**src/rtl/fnm_pkg.sv**
```systemverilog
package fnm_pkg;

  localparam int COORD_W   = 12;
  localparam int U_W       = 17;
  localparam int REM_W     = COORD_W + 1;
  localparam int DIV_STEPS = U_W;
  localparam int OCTAVES   = 8;
  localparam int OCT_W     = 4;
  localparam int SUM_W     = 20;
  localparam int FRAC_W    = 16;
  localparam int ROM_DEPTH = 256;
  localparam int ROM_AW    = 8;
  localparam int W_W       = 16;
  localparam int HASH_W    = 31;
  localparam int NOISE_W   = 8;
  localparam int ADDR_W    = 3;
  localparam int DATA_W    = 32;
  localparam logic [COORD_W-1:0] SPAN_RESET = 12'd255;
  localparam logic [63:0] PI_Q30 = 64'd3373259426;

  typedef enum logic [0:0] {
    REG_SPAN_X = 1'b0,
    REG_SPAN_Y = 1'b1
  } reg_idx_e;

  typedef logic [W_W-1:0] rom_t [ROM_DEPTH];

  // sin^2 weight table, taylor series in q30
  function automatic rom_t build_rom();
    rom_t r;
    logic [63:0] th;
    logic [63:0] th2;
    logic [63:0] term;
    logic [63:0] sq;
    logic [63:0] f;
    logic signed [63:0] s;
    for (int i = 0; i < ROM_DEPTH; i++) begin
      th = (PI_Q30 * 64'(i)) / (2 * ROM_DEPTH);
      th2 = (th * th) >> 30;
      term = th;
      s = $signed(th);
      for (int k = 1; k <= 9; k++) begin
        term = (term * th2) >> 30;
        term = term / 64'((2 * k) * (2 * k + 1));
        if ((k & 1) != 0) begin
          s = s - $signed(term);
        end else begin
          s = s + $signed(term);
        end
      end
      if (s < 0) begin
        s = '0;
      end
      sq = $unsigned(s) * $unsigned(s);
      f = (sq + (64'd1 << 43)) >> 44;
      if (f > 64'd65535) begin
        f = 64'd65535;
      end
      r[i] = W_W'(f);
    end
    return r;
  endfunction

  localparam rom_t COS_ROM = build_rom();

  function automatic logic [HASH_W-1:0] hash_seed(input logic [9:0] i, input logic [9:0] j);
    logic [31:0] n;
    n = 32'(i) + 32'd57 * 32'(j);
    return HASH_W'((n << 13) ^ n);
  endfunction

  typedef struct packed {
    logic               valid;
    logic [REM_W-1:0]   rem_x;
    logic [REM_W-1:0]   rem_y;
    logic [U_W-1:0]     q_x;
    logic [U_W-1:0]     q_y;
  } div_bus_t;

  typedef struct packed {
    logic                    valid;
    logic [U_W-1:0]          u;
    logic [U_W-1:0]          v;
    logic signed [SUM_W-1:0] sum;
  } oct_bus_t;

endpackage

```
**src/rtl/fnm_div_cell.sv**
```systemverilog
module fnm_div_cell (
  input  logic                          clk_i,
  input  logic                          rst_ni,
  input  logic                          en_i,
  input  logic [fnm_pkg::COORD_W-1:0]   span_x_i,
  input  logic [fnm_pkg::COORD_W-1:0]   span_y_i,
  input  fnm_pkg::div_bus_t             bus_i,
  output fnm_pkg::div_bus_t             bus_o
);

  logic                         geq_x, geq_y;
  logic [fnm_pkg::REM_W-1:0]    rx, ry;
  logic                         valid_q;
  fnm_pkg::div_bus_t            bus_d, bus_q;

  // one quotient bit per cell, restoring step
  always_comb begin
    geq_x = bus_i.rem_x >= {1'b0, span_x_i};
    geq_y = bus_i.rem_y >= {1'b0, span_y_i};
    rx = geq_x ? bus_i.rem_x - {1'b0, span_x_i} : bus_i.rem_x;
    ry = geq_y ? bus_i.rem_y - {1'b0, span_y_i} : bus_i.rem_y;
    bus_d.valid = bus_i.valid;
    bus_d.rem_x = {rx[fnm_pkg::REM_W-2:0], 1'b0};
    bus_d.rem_y = {ry[fnm_pkg::REM_W-2:0], 1'b0};
    bus_d.q_x = {bus_i.q_x[fnm_pkg::U_W-2:0], geq_x};
    bus_d.q_y = {bus_i.q_y[fnm_pkg::U_W-2:0], geq_y};
  end

  always_ff @(posedge clk_i or negedge rst_ni) begin
    if (!rst_ni) begin
      valid_q <= 1'b0;
    end else if (en_i) begin
      valid_q <= bus_d.valid;
    end
  end

  always_ff @(posedge clk_i) begin
    if (en_i) begin
      bus_q <= bus_d;
    end
  end

  always_comb begin
    bus_o = bus_q;
    bus_o.valid = valid_q;
  end

endmodule

```
**config.mk**
```make
export PLATFORM = sky130hd
export DESIGN_NAME = fnm_div_cell
export DESIGN_NICKNAME = d
export VERILOG_FILES = /design/src/rtl/fnm_pkg.sv /design/src/rtl/fnm_div_cell.sv
export SDC_FILE = /design/constraint.sdc
export NUM_CORES = 1
export LEC_CHECK = 0
export BUFFER_PORTS_ARGS = -buffer_cell sky130_fd_sc_hd__buf_2
export CAP_MARGIN = 20
export CELL_PAD_IN_SITES_DETAIL_PLACEMENT = 1
export CELL_PAD_IN_SITES_GLOBAL_PLACEMENT = 2
export CORE_ASPECT_RATIO = 1.5
export CORE_UTILIZATION = 30
export CTS_BUF_LIST = sky130_fd_sc_hd__clkbuf_4 sky130_fd_sc_hd__clkbuf_8
export CTS_CLUSTER_DIAMETER = 30
export DETAILED_ROUTE_END_ITERATION = 10
export PLACE_DENSITY_LB_ADDON = 0.1
export SLEW_MARGIN = 40
export SYNTH_ARGS = -nofsm -noshare
export SYNTH_HDL_FRONTEND = slang
export SYNTH_SLANG_ARGS = --single-unit
```
**constraint.sdc**
```tcl
create_clock -name clk_i -period 0.9 [get_ports clk_i]
set_input_delay 0.09 -clock clk_i [delete_from_list [all_inputs] [get_ports clk_i]]
set_output_delay 0.09 -clock clk_i [all_outputs]
set_load 0.03 [all_outputs]
```
==> results.cfg <==
[setup_path]
critPathKind = primary input to register
cp_data_required_time_ps = 1000
arrival_ps = 1950
cp-end-kind = register
cp_max_fo = 8
crit_path_start_kind = primary input
r2r_setup_slack_ps = 0

[logic_synthesis]
avgSynthCellArea_um2 = 12.9
synth_compound_area_share_pct = 11.5
yosys.area.top_type = edfxtp_1
synth_area_um2 = 3320
synth_xor_area_share_pct = 3.96
ys_seq_area_share_pct = 53.2
synthAdderAreaFrac_pct = 10.3
synthMuxAreaShare_pct = 9.13
yosysWarnings = 0
synth.area.top_cells = edfxtp_1, ha_1, inv_1, mux2_4, mux2_1
yosys.area_share.simple_pct = 6.71
netlist_instances = 257
synth_top_area_share_pct = 52.5
synthDistinctLibCells = 42
ys_ff_latch = 59
synth_top_family_by_area = compound AO/OA/AOI/OAI gates

[global_routing]
gr-usage-met2_pct = 43.6
grt_overflow_total = 0
met1_usage_pct = 17.1
grt-busiest-layer = met2
grt_pass1_wl_mm = 17.2
grt_pass1_vias = 3487
grt_max_degree = 34
met3_usage_pct = 5.28
track_usage_pct = 20.8
grt_antenna_before_repair = 0

[detailed_routing]
drt_drc_violations_left = 0
drt-pass1-iter-count = 4
ant_nets = 0
viasPerCell = 4.57
wl_mm = 11.7
drt_iter0_markers = 55
avgRoutedWirePerCell_um = 17.3
vias = 3087

[finish]
nets = 639
drive_gt1_share_pct = 57.0
fin_area_um2 = 6080
most-common-layout-cells = buf_2, buf_4, buf_6, edfxtp_1, dlygate4sd3_1
layout_commonest_cell = buf_2
syn_to_final_growth_pct = 83.3

[clock_tree]
cts_buffers = 9
clkLatencyLatePin_ps = 360
clock_path_buffers = 2
root_buffer = clkbuf_8
path_clk_slew_ps = 90
cts_tree = built
cts_sinks = 59
htree_levels = 3

[floorplanning]
dieArea_um2 = 11500
die_h_um = 131
core_area_um2 = 10600
rows = 46
start_util_pct = 31.2
die_w_um = 87.9
num_io_pins = 149

[sta]
finalClockSkew_ps = 0
max_freq_mhz = 541
holdWs_ps = 28.9
setup_slack_ps = -950
finalCritPeriodShare_pct = 206
finalMaxSlewViolations = 0
finalCriticalPeriod_ps = 1850
finalHoldViolations = 0
rsz0062_at_grt = yes
finalSetupViolCount = 86

[outcome]
violations = setup timing
status = finished, violations left

[power]
p_per_area_nw_per_um2 = 1640
p_leak_nw = 2.80
totalPowerFinal_mw = 10.0
ir_drop_mv = 0.713

[place]
post-dp-hpwl_mm = 7.53
gp_congestion = 0.731
place_area_um2 = 4920
placement.io_buffers = 144

[worst_hold_path]
hp-class = primary input to asynchronous set/reset pin

[run]
cap_viol_max_count = 0
cells in the mapped netlist:
library cell and count:
nor2_1 11, and3_1 2, and2_1 1, nor3_1 4
nand3_1 6, o21a_2 1, fa_1 2, nor2b_1 5
o311a_1 1, nor3_2 1, a31oi_1 1, xor2_1 6
mux2i_1 4, nand2_1 4, nand4_1 3, o21ai_1 1
o21bai_1 3, xnor2_1 9, a21o_1 6, inv_1 33
o21ai_0 7, a2111oi_0 1, o311ai_0 2, edfxtp_1 58
nand2b_1 3, a21oi_2 2, buf_6 2, mux2_2 7
nor4_1 1, or2_2 2, ha_1 24, buf_4 3
o31ai_2 1, o21a_1 4, mux2_4 7, a21oi_1 14
mux2_1 7, conb_1 1, a2111oi_4 2, dfrtp_1 1
o31a_1 3, o41a_1 1
repair_timing:
item,in CTS,in global routing
hold buffers,34,0
endpoints found under the hold margin,34,0
gates resized for setup,141,14
buffers inserted,5,3
pin swaps,9,2
setup endpoints to repair,85,85
where the power goes:
group | switching [mW] | total, mW | leakage, nW | internal (mW)
clock | 1.27 | 2.85 | 0.114 | 1.58
combinational | 1.70 | 3.58 | 2.10 | 1.88
sequential | 0.159 | 3.57 | 0.580 | 3.41
area by class of cell:
| cell class | count | area, um^2 |
|---|---|---|
| Fill cell | 1159 | 4570 |
| Sequential cell | 59 | 1770 |
| Clock buffer | 9 | 124 |
| Inverter | 33 | 131 |
| Timing Repair Buffer | 261 | 2140 |
| Multi-Input combinational cell | 161 | 1640 |
| Antenna cell | 1 | 2.50 |
| Tap cell | 144 | 180 |
| Clock inverter | 7 | 100 |
per-layer routing:
| layer | up-vias | part of all wire, % | routed length, um |
|---|---|---|---|
| met4 | 0 | 3.9 | 459 |
| met5 | - | 0 | 0 |
| met3 | 30 | 4.3 | 498 |
| met2 | 106 | 63 | 7320 |
| met1 | 1475 | 29 | 3430 |
| li1 | 1476 | - | - |
logic make-up (layout without fill, tap and decap cells):
kind of cell,Yosys count,in the layout
compound gates,50,50
xor+xnor,15,15
fa+ha+maj,26,26
buf+inv,38,310
flops,59,59
mux,25,25
other cells,1,3
simple gates,43,43
flip-flops by register name, summed over array words and instances, names as in the netlist:
register,cells
bus_o,58
valid_q,1
worst max-delay path: stages:
cell,delay [ps]
buf_2,70
inv_1,50
ha_1,250
a21oi_2,210
o21bai_1,110
a21oi_1,160
o21a_2,170
a21oi_2,60
a2111oi_4,230
buf_6,220
mux2_4,310
final timing paths:
path,from,endpoint,depth (start not counted)
min in group clk_i,bus_i[45],bus_o[46],2
max in group asynchronous,rst_ni,valid_q,2
worst max register to register,valid_q,valid_q,2
worst max-delay path,span_y_i[5],bus_o[41],11
worst min register to register,valid_q,valid_q,2
worst min-delay path,rst_ni,valid_q,2
stage by stage:
step	util, %	instances	setup slack (ps)	setup TNS (ps)
floorplan	-	258	-1330	-29720
global placement	46.2	616	-1580	-38770
detailed placement	46.2	616	-1660	-39970
CTS	56.1	671	-975	-29480
global route	57.1	674	-1000	-32490
finish	57.1	675	-950	-28830
Note: power is estimated with default switching activity, not from simulation.
